### src/cau_pkg.sv
// ============================================================================
// cau_pkg
// Shared types, widths and helper functions of the complex arithmetic unit.
// ============================================================================
package cau_pkg;

    // Operand format: signed fixed point, DATA_WIDTH bits, FRAC_BITS fraction bits.
    localparam int DATA_WIDTH = 32;
    localparam int FRAC_BITS  = 16;
    localparam int PROD_WIDTH = 2 * DATA_WIDTH;
    localparam int MAG_WIDTH  = 2 * DATA_WIDTH + 1;
    localparam int DIV_STEPS  = 2 * DATA_WIDTH + FRAC_BITS;
    localparam int SQRT_STEPS = DATA_WIDTH;

    typedef logic signed [DATA_WIDTH-1:0] data_t;
    typedef logic signed [PROD_WIDTH-1:0] prod_val_t;
    typedef logic signed [DATA_WIDTH:0]   wide_t;
    typedef logic [MAG_WIDTH-1:0]         mag_t;

    typedef enum logic [2:0] {
        ACT_ADD  = 3'd0,
        ACT_SUB  = 3'd1,
        ACT_MUL  = 3'd2,
        ACT_DIV  = 3'd3,
        ACT_CONJ = 3'd4,
        ACT_NEG  = 3'd5,
        ACT_MAG2 = 3'd6,
        ACT_MAG  = 3'd7
    } action_t;

    typedef enum logic [1:0] {
        STATUS_OK   = 2'd0,
        STATUS_SAT  = 2'd1,
        STATUS_DIVZ = 2'd2
    } status_t;

    typedef struct packed {
        logic [2:0] action;
        data_t      a_re;
        data_t      a_im;
        data_t      b_re;
        data_t      b_im;
    } op_item_t;

    typedef struct packed {
        data_t   res_re;
        data_t   res_im;
        status_t status;
    } res_item_t;

    // Classified item as it waits in the queue.
    typedef struct packed {
        action_t action;
        data_t   a_re;
        data_t   a_im;
        data_t   b_re;
        data_t   b_im;
    } cls_item_t;

    // Product stage contents.
    typedef struct packed {
        action_t   action;
        prod_val_t p0;
        prod_val_t p1;
        prod_val_t p2;
        prod_val_t p3;
        prod_val_t p4;
        prod_val_t p5;
        wide_t     smp_re;
        wide_t     smp_im;
    } prod_t;

    // One stage of the divide and square root pipeline.
    typedef struct packed {
        action_t                action;
        logic                   divz;
        logic                   re_neg;
        logic                   im_neg;
        mag_t                   re_mag;
        mag_t                   im_mag;
        logic [DIV_STEPS-1:0]   num_re;
        logic [DIV_STEPS-1:0]   num_im;
        logic [PROD_WIDTH-1:0]  den;
        logic [PROD_WIDTH-1:0]  rem_re;
        logic [PROD_WIDTH-1:0]  rem_im;
        logic [DATA_WIDTH:0]    q_re;
        logic [DATA_WIDTH:0]    q_im;
        logic                   ovf_re;
        logic                   ovf_im;
        logic [PROD_WIDTH-1:0]  sq;
        logic [DATA_WIDTH+1:0]  srem;
        logic [DATA_WIDTH-1:0]  root;
    } pipe_t;

    typedef struct packed {
        logic  sat;
        data_t value;
    } enc_t;

    localparam mag_t LIM_POS = {{(MAG_WIDTH-DATA_WIDTH+1){1'b0}}, {(DATA_WIDTH-1){1'b1}}};
    localparam mag_t LIM_NEG = LIM_POS + mag_t'(1);

    function automatic prod_val_t smul(data_t x, data_t y);
        return prod_val_t'(x) * prod_val_t'(y);
    endfunction

    function automatic wide_t sext(data_t x);
        return {x[DATA_WIDTH-1], x};
    endfunction

    // Saturate a sign and magnitude value into the output format.
    function automatic enc_t encode_part(logic neg, mag_t mag);
        enc_t                  r;
        mag_t                  lim;
        logic [DATA_WIDTH-1:0] m;
        lim     = neg ? LIM_NEG : LIM_POS;
        r.sat   = (mag > lim);
        m       = r.sat ? lim[DATA_WIDTH-1:0] : mag[DATA_WIDTH-1:0];
        r.value = data_t'(neg ? (~m + 1'b1) : m);
        return r;
    endfunction

endpackage

### src/cau_queue.sv
// ============================================================================
// cau_queue
// Small first-in first-out queue between the front and back parts.
// ============================================================================
module cau_queue #(
    parameter int DEPTH = 4
) (
    input  logic                clk,
    input  logic                rst_n,
    input  logic                push,
    input  cau_pkg::cls_item_t  push_data,
    output logic                full,
    output logic                pop_valid,
    input  logic                pop,
    output cau_pkg::cls_item_t  pop_data
);
    import cau_pkg::*;

    localparam int PTR_W = (DEPTH > 1) ? $clog2(DEPTH) : 1;
    localparam int CNT_W = $clog2(DEPTH + 1);

    cls_item_t        mem_reg [DEPTH];
    logic [PTR_W-1:0] wr_ptr_reg;
    logic [PTR_W-1:0] wr_ptr_next;
    logic [PTR_W-1:0] rd_ptr_reg;
    logic [PTR_W-1:0] rd_ptr_next;
    logic [CNT_W-1:0] count_reg;
    logic [CNT_W-1:0] count_next;

    assign full      = (count_reg == CNT_W'(DEPTH));
    assign pop_valid = (count_reg != '0);
    assign pop_data  = mem_reg[rd_ptr_reg];

    always_comb
    begin
        wr_ptr_next = wr_ptr_reg;
        rd_ptr_next = rd_ptr_reg;
        if (push)
        begin
            wr_ptr_next = (wr_ptr_reg == PTR_W'(DEPTH - 1)) ? '0 : wr_ptr_reg + 1'b1;
        end
        if (pop)
        begin
            rd_ptr_next = (rd_ptr_reg == PTR_W'(DEPTH - 1)) ? '0 : rd_ptr_reg + 1'b1;
        end
        unique case ({push, pop})
            2'b10:   count_next = count_reg + 1'b1;
            2'b01:   count_next = count_reg - 1'b1;
            default: count_next = count_reg;
        endcase
    end

    always_ff @(posedge clk or negedge rst_n)
    begin
        if (!rst_n)
        begin
            wr_ptr_reg <= '0;
            rd_ptr_reg <= '0;
            count_reg  <= '0;
        end
        else
        begin
            wr_ptr_reg <= wr_ptr_next;
            rd_ptr_reg <= rd_ptr_next;
            count_reg  <= count_next;
        end
    end

    always_ff @(posedge clk)
    begin
        if (push)
        begin
            mem_reg[wr_ptr_reg] <= push_data;
        end
    end

    a_count_bound: assert property (@(posedge clk) disable iff (!rst_n)
        count_reg <= CNT_W'(DEPTH))
        else $error("queue holds more entries than its depth");

    a_no_underflow: assert property (@(posedge clk) disable iff (!rst_n)
        pop |-> pop_valid)
        else $error("queue popped while empty");

    a_no_overflow: assert property (@(posedge clk) disable iff (!rst_n)
        push |-> !full)
        else $error("queue pushed while full");

endmodule

### config.mk
export PLATFORM = sky130hd
export DESIGN_NAME = cau_queue
export DESIGN_NICKNAME = d
export VERILOG_FILES = /design/src/cau_pkg.sv /design/src/cau_queue.sv
export SDC_FILE = /design/constraint.sdc
export NUM_CORES = 1
export LEC_CHECK = 0
export BUFFER_PORTS_ARGS = -buffer_cell sky130_fd_sc_hd__buf_2
export CORE_MARGIN = 3
export CORE_UTILIZATION = 50
export DETAILED_ROUTE_END_ITERATION = 6
export GPL_ROUTABILITY_DRIVEN = 0
export PLACE_DENSITY = 0.75
export SLEW_MARGIN = 15
export SYNTH_ARGS = -nofsm -noshare
export SYNTH_HDL_FRONTEND = slang
export SYNTH_SLANG_ARGS = --single-unit
### constraint.sdc
create_clock -name clk -period 13.2 [get_ports clk]
set_clock_uncertainty 0.15 [all_clocks]
set_input_delay 3.3 -clock clk [delete_from_list [all_inputs] [get_ports clk]]
set_output_delay 3.3 -clock clk [all_outputs]
set_load 0.03 [all_outputs]
## Word level (Yosys, flattened, before mapping)

Memories as Yosys holds them, arrays and structs flattened.
Index checks and enable logic that the tools add are counted.

| storage, ports and cells | value |
|---|---|
| bits in registers | 7 |
| bits in writable memories | 524 |
| bits of input ports | 135 |
| output and inout port bits | 133 |
| word-level logic and storage cells | 20 |
| memories | 1 |

Memory list:

| memory | words | bits a word | read ports | clocked after memory_dff | write ports | line | RTL |
|---|---|---|---|---|---|---|---|
| mem_reg | 4 | 131 | 1 | 0 | 1 | cau_queue.sv:22 | `cls_item_t mem_reg [DEPTH];` |

| cells by class | value |
|---|---|
| add/sub/neg operators | 4 |
| equality and inequality tests | 5 |
| multiplexer cells | 5 |
| reductions and logical operators | 2 |

Operator list:

| cell | number |
|---|---|
| 2-bit equality test (second input constant) | 3 |
| 3-bit one-hot mux with 2 select lines | 1 |
| 2-bit by 1-bit adder with 2-bit output (second input constant) | 2 |
| 2-bit two-way mux | 2 |
| 3-bit by 1-bit adder with 3-bit output (second input constant) | 1 |
| 3-bit equality test (second input constant) | 1 |
| 3-bit nonzero test | 1 |
| 3-bit by 1-bit subtractor with 3-bit output (second input constant) | 1 |
| 2-bit by 1-bit equality test with 1-bit output (second input constant) | 1 |
| 1-bit two-way mux | 2 |
| 2-bit nonzero test | 1 |

## Depth between registers and ports, before layout

| depth | value |
|---|---|
| depth after elaboration | 2 |
| depth in mapped cells | 7 |
| mapped depth without buffers | 7 |

## Least setup slack after synthesis

OpenSTA, ideal clock, no wires.

| timing | value |
|---|---|
| path kind | input-to-reg |
| from | input push |
| to | memory mem_reg[1][0] (netlist name) (enable) |
| library setup time | 0.505 ns |
| arrival | 6.300 ns |
| data required time | 12.545 ns |
| path slack | 6.245 ns |
| stages | 1 |
| path buffers | 0 |
| cell sequence | and2_1 |

| on the way | value |
|---|---|
| word-level cells in the longest chain between the ends | 2 |

Ends and longest elaborated chain:

| item | line | RTL |
|---|---|---|
| from (decl) | cau_queue.sv:10 | `input logic push,` |
| 1-bit two-way mux | cau_queue.sv:71 | `if (push)` |
| 1-bit two-way mux (implied by the code) | cau_queue.sv:73 | `mem_reg[wr_ptr_reg] <= push_data;` |
| to (decl) | cau_queue.sv:22 |  |

No other way between the ends.

==> results.py <==
metrics = {
    "yosys": {
        "synth-seq-cells": 531,
        "synth_top_area_frac": 0.8151,
        "synth_fp_nets": 866,
        "yosysTopAreaCell": "edfxtp_1",
        "synth.distinct_cells": 19,
        "syn_inst": 724,
        "ys.flop_type": "edfxtp_1",
        "synth_warnings": 0,
        "synthTopCellsByArea": "edfxtp_1 (82%), mux4_2 (15%), dfrtp_1 (0.91%), buf_6 (0.52%), buf_2 (0.41%)",
        "netlist_area_um2": 19300,
        "synth_seq_area_share": 0.8242,
        "synthArstFlopShare": 0.01318,
        "synth-edff-count": 524,
        "syn_area_per_cell_um2": 26.66,
    },
    "timing": {
        "report.final.slew_viol_count": 0,
        "slew_headroom": 0.2060,
        "final.period_utilization": 0.5100,
        "setup_viol": 0,
        "max_slew.worst_pin.slew_ns": 1.191,
        "fmaxAchievable_ghz": 0.1485,
        "grt_setup_unrepaired": "no",
        "period_needed_ns": 6.732,
        "hold_violations": 0,
        "fin_tns_setup_ns": 0,
    },
    "run_status": {
        "outcome": "completed",
    },
    "clock_network": {
        "post_cts_buffers": 0,
        "clockBufferDepth": 3,
        "htreeDepth": 2,
        "worst_skew_pair.late_latency_ns": 0.56,
        "cts_tree": "yes",
        "cts_num_sinks": 531,
        "cts_hold_buffers": 0,
        "cts_resized": 0,
        "cts_root_buf": "clkbuf_16",
        "cts-buffers-inserted": 50,
        "clk_pin_slew_worst_paths_ns": 0.06,
    },
    "die": {
        "die_h_um": 202.5,
        "die_area_um2": 41000,
        "start_util": 0.5101,
        "num_rows": 71,
        "pin_count": 268,
        "die_x_um": 202.5,
        "coreArea_um2": 37840,
    },
    "power_and_ir_drop": {
        "p_sw_frac": 0.3318,
        "power_frac_clock": 0.261,
        "power_mw": 5.406,
        "p_sw_mw": 1.794,
        "vdd_drop_max_mv": 0.1498,
        "pwr-share-seq": 0.427,
        "power.density_nw_per_um2": 237.0,
        "pwr-share-comb": 0.312,
        "power_leakage_nw": 7.748,
        "p_int_mw": 3.612,
    },
    "final_layout": {
        "final_cell_mix": "edfxtp_1 (524), buf_2 (267), mux4_2 (131)",
        "fill_cells": 2654,
        "drive_gt1_frac": 0.4637,
        "final_common_cell": "edfxtp_1",
        "fin_nets": 1162,
        "largest_reg_flops": 524,
        "area_delta_synth_final_pct": 18.14,
    },
    "routing": {
        "drc_errors": 0,
        "via_per_inst": 5.443,
        "ant_nets": 0,
        "routed_wl_um": 35690,
        "wl_per_cell_um": 22.66,
        "vias": 8572,
        "first_iter_violations": 446,
        "dr.pass1.iters": 5,
    },
    "hold_path": {
        "hp-class": "reg2reg",
        "holdPathStages": 1,
        "hp-start": "count_reg[2]$_DFFE_PN0P_",
        "holdPathEnd": "count_reg[2]$_DFFE_PN0P_",
    },
    "worst_setup_path": {
        "critPathLaunchType": "register",
        "r2r-start": "wr_ptr_reg[0]$_DFFE_PN0P_",
        "r2r_end": "mem_reg[2][123]$_DFFE_PP_",
        "required_ns": 9.75,
        "critPathArrivalTime_ns": 3.28,
        "end_kind": "output port",
        "r2r_cells": 4,
        "criticalPathCategory": "reg2out",
        "cp_max_fo": 75,
        "reg2reg_setup_slack_ns": 10.15,
    },
    "global_route": {
        "grt_pass1_vias": 9072,
        "antenna_found_initial": 11,
        "track_usage": 0.1775,
        "grt_max_degree": 95,
        "gr-total-overflow": 0,
        "grt_pass1_wl_um": 55230,
    },
    "flow_run": {
        "max_cap_viol_count": 0,
    },
    "placed_design": {
        "hpwl_um": 20640,
        "io_buffer_count": 267,
    },
}
kinds of logic (layout without fill, tap and decap cells):
kind of cell | after synthesis | count (layout) | synth area share
DFF | 531 | 531 | 0.8242
muxes | 133 | 133 | 0.1540
buffers and inverters | 36 | 373 | 0.01173
and+or+nand+nor | 11 | 11 | 0.003046
adders and majority gates | 7 | 7 | 0.004926
AOI/OAI and AO/OA | 3 | 3 | 0.0007775
xor gates and xnor gates | 3 | 3 | 0.001361
other | 0 | 3 | 0
per-layer routing:
layer	up-vias	track usage	part of all wire
met3	72	0.05612	0.081
met5	-	0	0.0023
met1	4478	0.2430	0.40
met4	14	0.05741	0.024
li1	3733	-	-
met2	275	0.2775	0.49
critical path, cell delays in order, from the launching register on:
cell and delay [ns]:
dfrtp_4 1.07, buf_4 0.82, mux4_2 0.42, buf_2 0.20
power by group through the flow:
stage               combinational, mW  clock, mW  sequential [mW]
finish                           1.69       1.41             2.31
global route                     1.79       1.52             2.34
CTS                              1.73       1.45             2.32
detailed placement               1.72          0             2.35
global placement                 1.71          0             2.33
floorplan                        1.35          0             2.27
Yosys cell counts, types with 3 or more instances:
cell type,n
edfxtp_1,524
mux4_2,131
buf_2,16
buf_6,9
dfrtp_1,7
ha_1,6
inv_1,6
and2_1,4
clkbuf_1,4
o21ai_0,3
stage by stage:
step                  util  setup slack, ns  instance area [um^2]  hold slack [ns]  instances
floorplan                -            6.245                 19300           0.2981        724
global placement    0.5591            6.997                 21160           0.3229       1479
detailed placement  0.5591            6.979                 21160           0.3303       1479
CTS                 0.6025            6.373                 22800           0.3398       1572
global route        0.6027            6.304                 22810           0.3740       1575
finish              0.6027            6.468                 22810           0.3436       1575
worst max-delay path by stage:
| stage | from | slack (ns) | depth (start not counted) | endpoint |
|---|---|---|---|---|
| after floorplan | push | 6.24 | 1 | mem_reg[1][0]$_DFFE_PP_ |
| after global placement | rd_ptr_reg[1]$_DFFE_PN0P_ | 7.00 | 3 | pop_data[72] |
| after detailed placement | rd_ptr_reg[1]$_DFFE_PN0P_ | 6.98 | 3 | pop_data[64] |
| after CTS | rd_ptr_reg[1]$_DFFE_PN0P_ | 6.37 | 3 | pop_data[64] |
| after global routing | rd_ptr_reg[1]$_DFFE_PN0P_ | 6.30 | 3 | pop_data[64] |
| final | rd_ptr_reg[1]$_DFFE_PN0P_ | 6.47 | 3 | pop_data[126] |
area by class of cell:
class,count,area [um^2],area share
timing repair buffer,274,1401,0.06144
clock inverter,32,326.6,0.01432
clock buffer,61,1314,0.05760
tap,511,639.4,0.02803
antenna,3,7.507,0.0003292
inverter,6,22.52,0.0009875
multi-input combinational,157,3178,0.1393
sequential,531,15920,0.6979
Note: power is estimated with default switching activity, not from simulation.
