--- config.mk ---
export PLATFORM = sky130hd
export DESIGN_NAME = cau_front
export DESIGN_NICKNAME = d
export VERILOG_FILES = /design/src/cau_pkg.sv /design/src/cau_front.sv
export SDC_FILE = /design/constraint.sdc
export NUM_CORES = 1
export LEC_CHECK = 0
export ABC_AREA = 1
export BUFFER_PORTS_ARGS = -buffer_cell sky130_fd_sc_hd__clkbuf_2
export CAP_MARGIN = 15
export CELL_PAD_IN_SITES_DETAIL_PLACEMENT = 0
export CELL_PAD_IN_SITES_GLOBAL_PLACEMENT = 1
export CORE_ASPECT_RATIO = 0.8
export CORE_UTILIZATION = 34
export DETAILED_ROUTE_END_ITERATION = 12
export PLACE_DENSITY = 0.9
export SETUP_SLACK_MARGIN = 0.2
export SKIP_CTS_REPAIR_TIMING = 1
export SYNTH_ARGS = -nofsm -noshare
export SYNTH_HDL_FRONTEND = slang
export SYNTH_SLANG_ARGS = --single-unit
--- constraint.sdc ---
create_clock -name clk -period 8.55 [get_ports clk]
set_clock_uncertainty 0.15 [all_clocks]
set_input_delay 0.855 -clock clk [delete_from_list [all_inputs] [get_ports clk]]
set_output_delay 0.855 -clock clk [all_outputs]
set_load 0.01 [all_outputs]
--- src/cau_pkg.sv ---
// ============================================================================
// cau_pkg
// Shared types, widths and helper functions of the complex arithmetic unit.
// ============================================================================
package cau_pkg;

    // Operand format: signed fixed point, DATA_WIDTH bits, FRAC_BITS fraction bits.
    localparam int DATA_WIDTH = 32;
    localparam int FRAC_BITS  = 16;
    localparam int PROD_WIDTH = 2 * DATA_WIDTH;
    localparam int MAG_WIDTH  = 2 * DATA_WIDTH + 1;
    localparam int DIV_STEPS  = 2 * DATA_WIDTH + FRAC_BITS;
    localparam int SQRT_STEPS = DATA_WIDTH;

    typedef logic signed [DATA_WIDTH-1:0] data_t;
    typedef logic signed [PROD_WIDTH-1:0] prod_val_t;
    typedef logic signed [DATA_WIDTH:0]   wide_t;
    typedef logic [MAG_WIDTH-1:0]         mag_t;

    typedef enum logic [2:0] {
        ACT_ADD  = 3'd0,
        ACT_SUB  = 3'd1,
        ACT_MUL  = 3'd2,
        ACT_DIV  = 3'd3,
        ACT_CONJ = 3'd4,
        ACT_NEG  = 3'd5,
        ACT_MAG2 = 3'd6,
        ACT_MAG  = 3'd7
    } action_t;

    typedef enum logic [1:0] {
        STATUS_OK   = 2'd0,
        STATUS_SAT  = 2'd1,
        STATUS_DIVZ = 2'd2
    } status_t;

    typedef struct packed {
        logic [2:0] action;
        data_t      a_re;
        data_t      a_im;
        data_t      b_re;
        data_t      b_im;
    } op_item_t;

    typedef struct packed {
        data_t   res_re;
        data_t   res_im;
        status_t status;
    } res_item_t;

    // Classified item as it waits in the queue.
    typedef struct packed {
        action_t action;
        data_t   a_re;
        data_t   a_im;
        data_t   b_re;
        data_t   b_im;
    } cls_item_t;

    // Product stage contents.
    typedef struct packed {
        action_t   action;
        prod_val_t p0;
        prod_val_t p1;
        prod_val_t p2;
        prod_val_t p3;
        prod_val_t p4;
        prod_val_t p5;
        wide_t     smp_re;
        wide_t     smp_im;
    } prod_t;

    // One stage of the divide and square root pipeline.
    typedef struct packed {
        action_t                action;
        logic                   divz;
        logic                   re_neg;
        logic                   im_neg;
        mag_t                   re_mag;
        mag_t                   im_mag;
        logic [DIV_STEPS-1:0]   num_re;
        logic [DIV_STEPS-1:0]   num_im;
        logic [PROD_WIDTH-1:0]  den;
        logic [PROD_WIDTH-1:0]  rem_re;
        logic [PROD_WIDTH-1:0]  rem_im;
        logic [DATA_WIDTH:0]    q_re;
        logic [DATA_WIDTH:0]    q_im;
        logic                   ovf_re;
        logic                   ovf_im;
        logic [PROD_WIDTH-1:0]  sq;
        logic [DATA_WIDTH+1:0]  srem;
        logic [DATA_WIDTH-1:0]  root;
    } pipe_t;

    typedef struct packed {
        logic  sat;
        data_t value;
    } enc_t;

    localparam mag_t LIM_POS = {{(MAG_WIDTH-DATA_WIDTH+1){1'b0}}, {(DATA_WIDTH-1){1'b1}}};
    localparam mag_t LIM_NEG = LIM_POS + mag_t'(1);

    function automatic prod_val_t smul(data_t x, data_t y);
        return prod_val_t'(x) * prod_val_t'(y);
    endfunction

    function automatic wide_t sext(data_t x);
        return {x[DATA_WIDTH-1], x};
    endfunction

    // Saturate a sign and magnitude value into the output format.
    function automatic enc_t encode_part(logic neg, mag_t mag);
        enc_t                  r;
        mag_t                  lim;
        logic [DATA_WIDTH-1:0] m;
        lim     = neg ? LIM_NEG : LIM_POS;
        r.sat   = (mag > lim);
        m       = r.sat ? lim[DATA_WIDTH-1:0] : mag[DATA_WIDTH-1:0];
        r.value = data_t'(neg ? (~m + 1'b1) : m);
        return r;
    endfunction

endpackage

--- src/cau_front.sv ---
// ============================================================================
// cau_front
// Input stage: takes operand transfers, classifies them and feeds the queue.
// ============================================================================
module cau_front (
    input  logic                clk,
    input  logic                rst_n,
    input  logic                op_valid,
    output logic                op_stall,
    input  cau_pkg::op_item_t   op_data,
    output logic                push,
    output cau_pkg::cls_item_t  push_data,
    input  logic                full
);
    import cau_pkg::*;

    logic      hold_valid_reg;
    logic      hold_valid_next;
    cls_item_t hold_reg;
    cls_item_t hold_next;
    logic      accept;

    assign op_stall  = hold_valid_reg && full;
    assign accept    = op_valid && !op_stall;
    assign push      = hold_valid_reg && !full;
    assign push_data = hold_reg;

    // The magnitude operations square a, so operand b is replaced by a here.
    always_comb
    begin
        hold_next.action = action_t'(op_data.action);
        hold_next.a_re   = op_data.a_re;
        hold_next.a_im   = op_data.a_im;
        hold_next.b_re   = op_data.b_re;
        hold_next.b_im   = op_data.b_im;
        if (hold_next.action == ACT_MAG2 || hold_next.action == ACT_MAG)
        begin
            hold_next.b_re = op_data.a_re;
            hold_next.b_im = op_data.a_im;
        end
    end

    assign hold_valid_next = accept || (hold_valid_reg && !push);

    always_ff @(posedge clk or negedge rst_n)
    begin
        if (!rst_n)
        begin
            hold_valid_reg <= 1'b0;
        end
        else
        begin
            hold_valid_reg <= hold_valid_next;
        end
    end

    always_ff @(posedge clk)
    begin
        if (accept)
        begin
            hold_reg <= hold_next;
        end
    end

endmodule

# Word level (Yosys, flattened, before mapping)

Cells that the tools add are included.

Add/sub/neg operators: 0
$mul: 0
Divide/modulo/power cells: 0
$lt $le $gt $ge: 0
Equal/unequal tests: 2
Shifts and indexed selects: 0
Mux-type cells: 1
Bitwise gates (word level): 0
Reductions and logical operators: 9

Operator list:

| cell                 | count |
|---|---|
| $mux W64             | 1 |
| $eq A3 B3 Y1 const B | 2 |
| $logic_and A1 B1 Y1  | 4 |
| $logic_not A1 Y1     | 3 |
| $logic_or A1 B1 Y1   | 2 |

Flip-flop bits (word level): 132
Bits in latches: 0
Memory bits (writable): 0
ROM bits: 0
Bits of input ports: 135
Output and inout port bits: 133
Logic and storage cells: 18
Memories kept: 0

# Depth between registers and ports, before layout

Gate-level depths: netlist (run 1).

Depth in word-level cells: 5
Depth in mapped cells: 4
Depth with buffers taken out: 3

# Least setup slack after synthesis (run 1)

Ideal clock, no wire load.

Path type: in2reg
Start point: input port full
End point: register hold_reg (netlist bit push_data[0]) (enable)
Library setup time: 622 ps
Arrival time: 6444 ps
Required time: 7778 ps
Setup slack: 1334 ps
Stages on the path: 3
Buffers on the path: 0
Path through: nand2_1 > inv_1 > nor2_1

Cells in the longest elaborated chain, start to end: 3

Ends and longest elaborated chain:

| item                 | line            | source |
|---|---|---|
| from (decl)          | cau_front.sv:13 | `input logic full` |
| $logic_and A1 B1 Y1  | cau_front.sv:23 | `assign op_stall = hold_valid_reg && full;` |
| named net op_stall   | cau_front.sv:9  | `output logic op_stall,` |
| $logic_not A1 Y1     | cau_front.sv:24 | `assign accept = op_valid && !op_stall;` |
| $logic_and A1 B1 Y1  | cau_front.sv:24 |  |
| named net accept     | cau_front.sv:21 | `logic accept;` |
| to (signal assigned) | cau_front.sv:61 | `hold_reg <= hold_next;` |
| to (decl)            | cau_front.sv:19 | `cls_item_t hold_reg;` |

The timed path passes the listed nets, and every way through them passes these cells.
A chain may end at the register's enable or synchronous reset.

# Worst setup path after layout (run 1)

Start point: input port full
End point: register hold_reg (netlist bit push_data[45]) (enable)

Cells in the longest elaborated chain, start to end: 3

Ends and longest elaborated chain:

| item                | line |
|---|---|
| $logic_and A1 B1 Y1 | cau_front.sv:23 |
| $logic_not A1 Y1    | cau_front.sv:24 |
| $logic_and A1 B1 Y1 | cau_front.sv:24 |
| named net accept    | cau_front.sv:21 |

The timed path passes the listed nets, and every way through them passes these cells.

==> impl_metrics.ini, run 1 <==
[floorplanning]
core_sq_um = 14400
die_w_microns = 138.1
die_area_sq_um = 15320
dieHeight_microns = 110.9
start_util_pct = 35.01
io_pins = 268
row_count = 39

[clock_tree]
cts_htree_levels = 4
cts_tree = yes
cts.sinks = 132
cts_buffers = 17
cts_buffer_depth = 2
clock_latency_ns = 0.40
root_buffer = clkbuf_16
clk_pin_slew_worst_paths_ns = 0.05

[layout]
layout-drive-gt1-share_pct = 47.01
diodes = 0
fin_nets = 758
area_delta_synth_final_pct = 38.85
fin_cells = 820
largest_reg_flops = 131

[power_and_ir_drop]
power_leakage_nw = 3.258
power_mw = 1.632
ir_worst_vdd_v = 0.0001954
swShare_pct = 21.90
power.switching_uw = 357.6
share_comb_of_total_power_pct = 9.3
pwr-share-clk_pct = 43.3
pwr_density_cell_nw_per_um2 = 233.3
power.internal_mw = 1.275
pwr-share-seq_pct = 47.4

[grt]
grt_antenna_before_repair = 0
busiest_layer = met2
first_global_vias = 3892
track_usage_pct = 16.88
grt_pass1_wl_microns = 19810
gr-usage-met2_pct = 29.35
grt_max_degree = 81
met1_usage_pct = 18.67
overflow = 0
grt_util_met3_pct = 6.436

[timing]
setup_viol = 0
tightest_slew_ns = 0.9962
maxSlewHeadroom_pct = 33.59
slew_viol_final = 0
tns_ns = 0
clock.fmax_ghz = 0.3590
hold_viol = 0
fin_crit_sh_pct = 32.58
rsz0062_at_grt = false
final_period_minus_worst_setup_slack_ns = 2.785

[critical_path]
crit_buf_inv = 4
worstSetupPathType = input port to flip-flop
crit_chain = clkbuf_2 -> nand2_1 -> inv_1 -> nor2_4 -> buf_4 -> buf_4
cp-startpoint = full
cp_common_cell = buf_4
critPathLaunchType = input port
worst_r2r_endpoint = push_data[45]
slowest_delay_ns = 0.87
crit_family = buffers and inverters
cp-endpoint = push_data[45]
cp_slowest_cell = buf_4
crit_required_ns = 8.43
r2r_start = hold_valid_reg
crit_arrival_ns = 2.66
end_kind = flip-flop
r2r_cells = 5
crit_fanout = 80
worst-path-stages = 6
r2r_slack_ns = 5.91

[status]
violations = DRC
status = finished with violations

[synth]
seq_area_frac_synth_pct = 78.55
yosys_warnings = 0
yosysTopAreaCellShare_pct = 78.05
synth_most_common_cell = edfxtp_1
ys_seq_elements = 132
synth_cell_types = 9
ys_dominant_reg_cell = edfxtp_1
async_flop_share_pct = 0.7576
synthTopCellsByCount = edfxtp_1 (131), nand2_1 (130), nand3_1 (64)
synth_edf_count = 131
syn_area_per_cell_sq_um = 14.32
synth_cells = 352
synth_area_leaders = edfxtp_1 (78%), nand2_1 (9.7%), nand3_1 (6.4%)
synth_largest_area_cell = edfxtp_1
synth_fp_nets = 487
synth_area_sq_um = 5040

[detailed_routing]
dr.pass1.iters = 8
routedWlPerCell_microns = 14.96
routed_via_density = 4.621
vias = 3789
drc = 38
drt_iter0_drc = 297
drtAntennaViolNets = 0
drt-total-wl_microns = 12270

[placed_design]
dp_hpwl_microns = 8581
placed_cells = 787
port_buffers = 267
place.gp.congestion = 0.7932

[min_path]
hold_class = input port to async pin

[run]
timing.max_cap.violations = 0
-- layout by cell type (no fill, tap or decap) --
cell type   netlist  layout
nor2_1            2       1
clkbuf_2          0     267
nand2_1         130     130
inv_1             3       3
edfxtp_1        131     131
bufinv_16         0       3
clkbuf_1          0       3
clkinv_1          0       4
nand2_2           1       1
clkinvlp_4        0       3
nand3_1          64      64
clkbuf_16         0      17
buf_16            0       1
nor2_4            0       1
buf_4             0       4
clkinv_2          0       2
dfrtp_1           1       1
-- metal layers --
| layer | vias up | share of wire [%] |
|---|---|---|
| li1 | 1798 | - |
| met1 | 1776 | 37 |
| met2 | 202 | 52 |
| met3 | 13 | 9.9 |
| met4 | 0 | 1.4 |
| met5 | - | 0 |
-- logic make-up (layout without fill, tap and decap cells) --
logic type             Yosys count  after routing  share of synthesized area (%)
and+or+nand+nor                197            197                          16.31
buffers and inverters           23            307                          5.139
DFF                            132            132                          78.55
-- through the flow --
step | utilization [%] | instance area [sq um] | hold slack (ns) | setup slack, ns
detailed placement | 44.43 | 6396 | 0.3446 | 5.325
global placement | 44.43 | 6396 | 0.3249 | 5.395
finish | 48.61 | 6998 | 0.06403 | 5.765
floorplan | - | 5040 | 0.3093 | 1.334
CTS | 48.42 | 6970 | 0.03996 | 5.745
global route | 48.61 | 6998 | 0.03766 | 5.576
-- worst register-to-register path, cell delays in order, from the launching register on --
cell and delay, ns:
dfrtp_1 0.37, nand2_1 0.09, inv_1 0.08, nor2_4 0.07, buf_4 0.53, buf_4 0.90
-- final cells by class --
class                   instances  area (sq um)
well taps                     184         230.2
multi-input cells             197         829.5
inverters                       3         11.26
clock inverters                12         137.6
repair buffers                272          1394
clock buffers                  20         436.7
fillers                      1295          7397
flip-flops and latches        132          3959
-- power by group through the flow --
stage	Combinational (mW)	Clock (mW)	Sequential [mW]
2_1_floorplan	0.0541	0	0.812
3_3_place_gp	0.149	0	0.785
3_5_place_dp	0.153	0	0.787
4_1_cts	0.154	0.724	0.774
5_1_grt	0.168	0.753	0.777
6_report	0.152	0.707	0.773
-- worst min path at each step --
stage / from / to / cells past startpoint
6_report: rst_n / hold_valid_reg / 1
5_1_grt: rst_n / hold_valid_reg / 1
4_1_cts: rst_n / hold_valid_reg / 1
3_5_place_dp: hold_valid_reg / hold_valid_reg / 2
3_3_place_gp: hold_valid_reg / hold_valid_reg / 2
2_1_floorplan: hold_valid_reg / hold_valid_reg / 2
Note: power is estimated with default switching activity, not from simulation.
==> run 2, diff against run 1 <==
--- a/config.mk
+++ b/config.mk
@@ -5,13 +5,13 @@
 export SDC_FILE = /design/constraint.sdc
 export NUM_CORES = 1
 export LEC_CHECK = 0
-export ABC_AREA = 1
+export ABC_AREA = 0
 export BUFFER_PORTS_ARGS = -buffer_cell sky130_fd_sc_hd__clkbuf_2
 export CAP_MARGIN = 15
 export CELL_PAD_IN_SITES_DETAIL_PLACEMENT = 0
 export CELL_PAD_IN_SITES_GLOBAL_PLACEMENT = 1
 export CORE_ASPECT_RATIO = 0.8
-export CORE_UTILIZATION = 34
+export CORE_UTILIZATION = 35
 export DETAILED_ROUTE_END_ITERATION = 12
 export PLACE_DENSITY = 0.9
 export SETUP_SLACK_MARGIN = 0.2
==> constraint.sdc (replaced) <==
create_clock -name clk -period 2.9 [get_ports clk]
set_clock_uncertainty 0.15 [all_clocks]
set_input_delay 0.29 -clock clk [delete_from_list [all_inputs] [get_ports clk]]
set_output_delay 0.29 -clock clk [all_outputs]
set_load 0.01 [all_outputs]
==> run 2 against run 1 <==
  * The run now ends clean
  * Sequential power rose to 2.9 times the previous value
  * Cell area grew 8.0%
  * Non-clock buffer count up 65
  * Largest cell class unchanged
  * Highest routed layer unchanged
==> impl_metrics.ini, run 2 <==
[synth]
synth_largest_area_cell = edfxtp_1
seq_area_frac_synth_pct = 82.18
syn_area_per_cell_sq_um = 23.27
ys_seq_elements = 132
yosysTopAreaCellShare_pct = 81.66
synth_area_sq_um = 4817
synth_cell_types = 9
ys_dominant_reg_cell = edfxtp_1
synth_area_leaders = edfxtp_1 (82%), mux2_2 (14%), clkbuf_8 (1.7%)
synth_fp_nets = 342
async_flop_share_pct = 0.7576
synth_cells = 207
synth_most_common_cell = edfxtp_1
synthTopCellsByCount = edfxtp_1 (131), mux2_2 (59), clkbuf_8 (6)
synth_edf_count = 131
yosys_warnings = 0

[timing]
slew_viol_final = 0
hold_viol = 0
rsz0062_at_grt = false
setup_ws_ns = 0.8136
maxSlewHeadroom_pct = 38.52
clock.fmax_ghz = 0.4793
fin_crit_sh_pct = 71.94
final_period_minus_worst_setup_slack_ns = 2.086
tightest_slew_ns = 0.9223
setup_viol = 0

[power_and_ir_drop]
power_leakage_nw = 3.239
power.switching_mw = 1.017
pwr-share-clk_pct = 41.7
power.internal_mw = 3.748
swShare_pct = 21.34
share_comb_of_total_power_pct = 10.6
pwr_density_cell_nw_per_um2 = 630.5
ir_worst_vdd_v = 0.0004146
pwr-share-seq_pct = 47.8

[clock_tree]
cts.sinks = 132
cts_buffer_depth = 2
cts_buffers = 17
root_buffer = clkbuf_16
clock_latency_ns = 0.40
cts_htree_levels = 4
clk_pin_slew_worst_paths_ns = 0.05
cts_tree = yes

[grt]
grt_pass1_wl_microns = 15780
grt_max_degree = 132
grt_antenna_before_repair = 0
overflow = 0
track_usage_pct = 15.20
first_global_vias = 3127

[floorplanning]
dieHeight_microns = 106.9
die_area_sq_um = 14240
core_sq_um = 13150
io_pins = 268
start_util_pct = 36.64
row_count = 37
die_w_microns = 133.2

[min_path]
min_from = op_data[8]
hold_class = input port to flip-flop

[detailed_routing]
vias = 3295
routed_via_density = 4.429
drt-total-wl_microns = 11660
drt_iter0_drc = 164
drtAntennaViolNets = 0
routedWlPerCell_microns = 15.67
dr.pass1.iters = 4
drc = 0

[layout]
diodes = 0
final_cell_mix = clkbuf_2 (267), edfxtp_1 (131), dlygate4sd3_1 (69), mux2_2 (59), clkbuf_16 (17)
regArea_sq_um = 3959
largest_reg_flops = 131
multi_input_area_sq_um = 785.8
layout-drive-gt1-share_pct = 63.44
fin_nets = 692
fillers = 1046
final_common_cell = clkbuf_2
area_delta_synth_final_pct = 56.88
postLayoutCellArea_sq_um = 7557

[critical_path]
slowest_delay_ns = 0.66
critPathLaunchType = input port
crit_chain = dlygate4sd3_1 -> clkbuf_2 -> nand2_4 -> mux2_2
r2r_start = hold_valid_reg
crit_buf_inv = 2
cp_slowest_cell = nand2_4
crit_fanout = 64
crit_family = buffers and inverters
cp-startpoint = op_data[130]
crit_arrival_ns = 2.10
worstSetupPathType = input port to flip-flop
crit_required_ns = 2.91
end_kind = flip-flop

[placed_design]
place.gp.congestion = 0.7350
port_buffers = 267
placed_area_sq_um = 6320
dp_hpwl_microns = 7736
post-place-ws_ns = 0.9433

[run]
timing.max_cap.violations = 0

[status]
status = finished clean
## run 2: final timing paths
path / end / slack, ns / cells past startpoint
max in group asynchronous: hold_valid_reg / 2.47 / 2
worst max-delay path: push_data[35] / 0.81 / 4
worst max register to register: push_data[68] / 1.08 / 3
worst min register to register: hold_valid_reg / 0.50 / 2
worst min-delay path: push_data[8] / 0.03 / 2
min in group asynchronous: hold_valid_reg / 0.05 / 2
## run 2: cell type report
type,count,area share (%)
clock buffers,18,5.679
clock inverters,13,1.556
multi-input cells,69,10.40
flip-flops and latches,132,52.38
well taps,175,2.897
repair buffers,337,27.09
## run 2: routing by layer
metal,part of all wire [%],GRT usage (%),up-vias
met5,0,0,-
met4,1.9,7.143,0
met3,9.0,7.707,19
met2,50,24.87,180
met1,39,16.47,1567
li1,-,-,1529
## run 2: kinds of logic after synthesis
group                  synth area share (%)
AND/OR/NAND/NOR                      0.7534
buffers and inverters                 1.714
multiplexers                          15.35
flip-flops                            82.18
## run 2: worst reg2reg max path: stages (launching register included)
cell and delay [ns]:
dfrtp_1 0.38, and2_4 0.16, nor2b_4 0.13, buf_12 0.47
## run 2: metrics by stage
| stage | std cells | hold WS [ns] | util (%) | TNS [ns] | power (mW) |
|---|---|---|---|---|---|
| 4_1_cts | 675 | -0.5194 | 52.23 | 0 | 4.736 |
| 2_1_floorplan | 207 | -0.1556 | - | -16.29 | 2.514 |
| 5_1_grt | 744 | 0.01125 | 57.48 | 0 | 4.931 |
| 3_5_place_dp | 644 | -0.07918 | 48.07 | 0 | 2.744 |
| 6_report | 744 | 0.03204 | 57.48 | 0 | 4.765 |
| 3_3_place_gp | 644 | -0.08432 | 48.07 | 0 | 2.726 |
## run 2: power by group through the flow
stage	combinational (mW)	clock (mW)	sequential, mW
floorplan	0.139	0	2.37
global placement	0.417	0	2.31
detailed placement	0.429	0	2.31
CTS	0.431	2.03	2.28
global route	0.541	2.11	2.28
finish	0.503	1.99	2.28
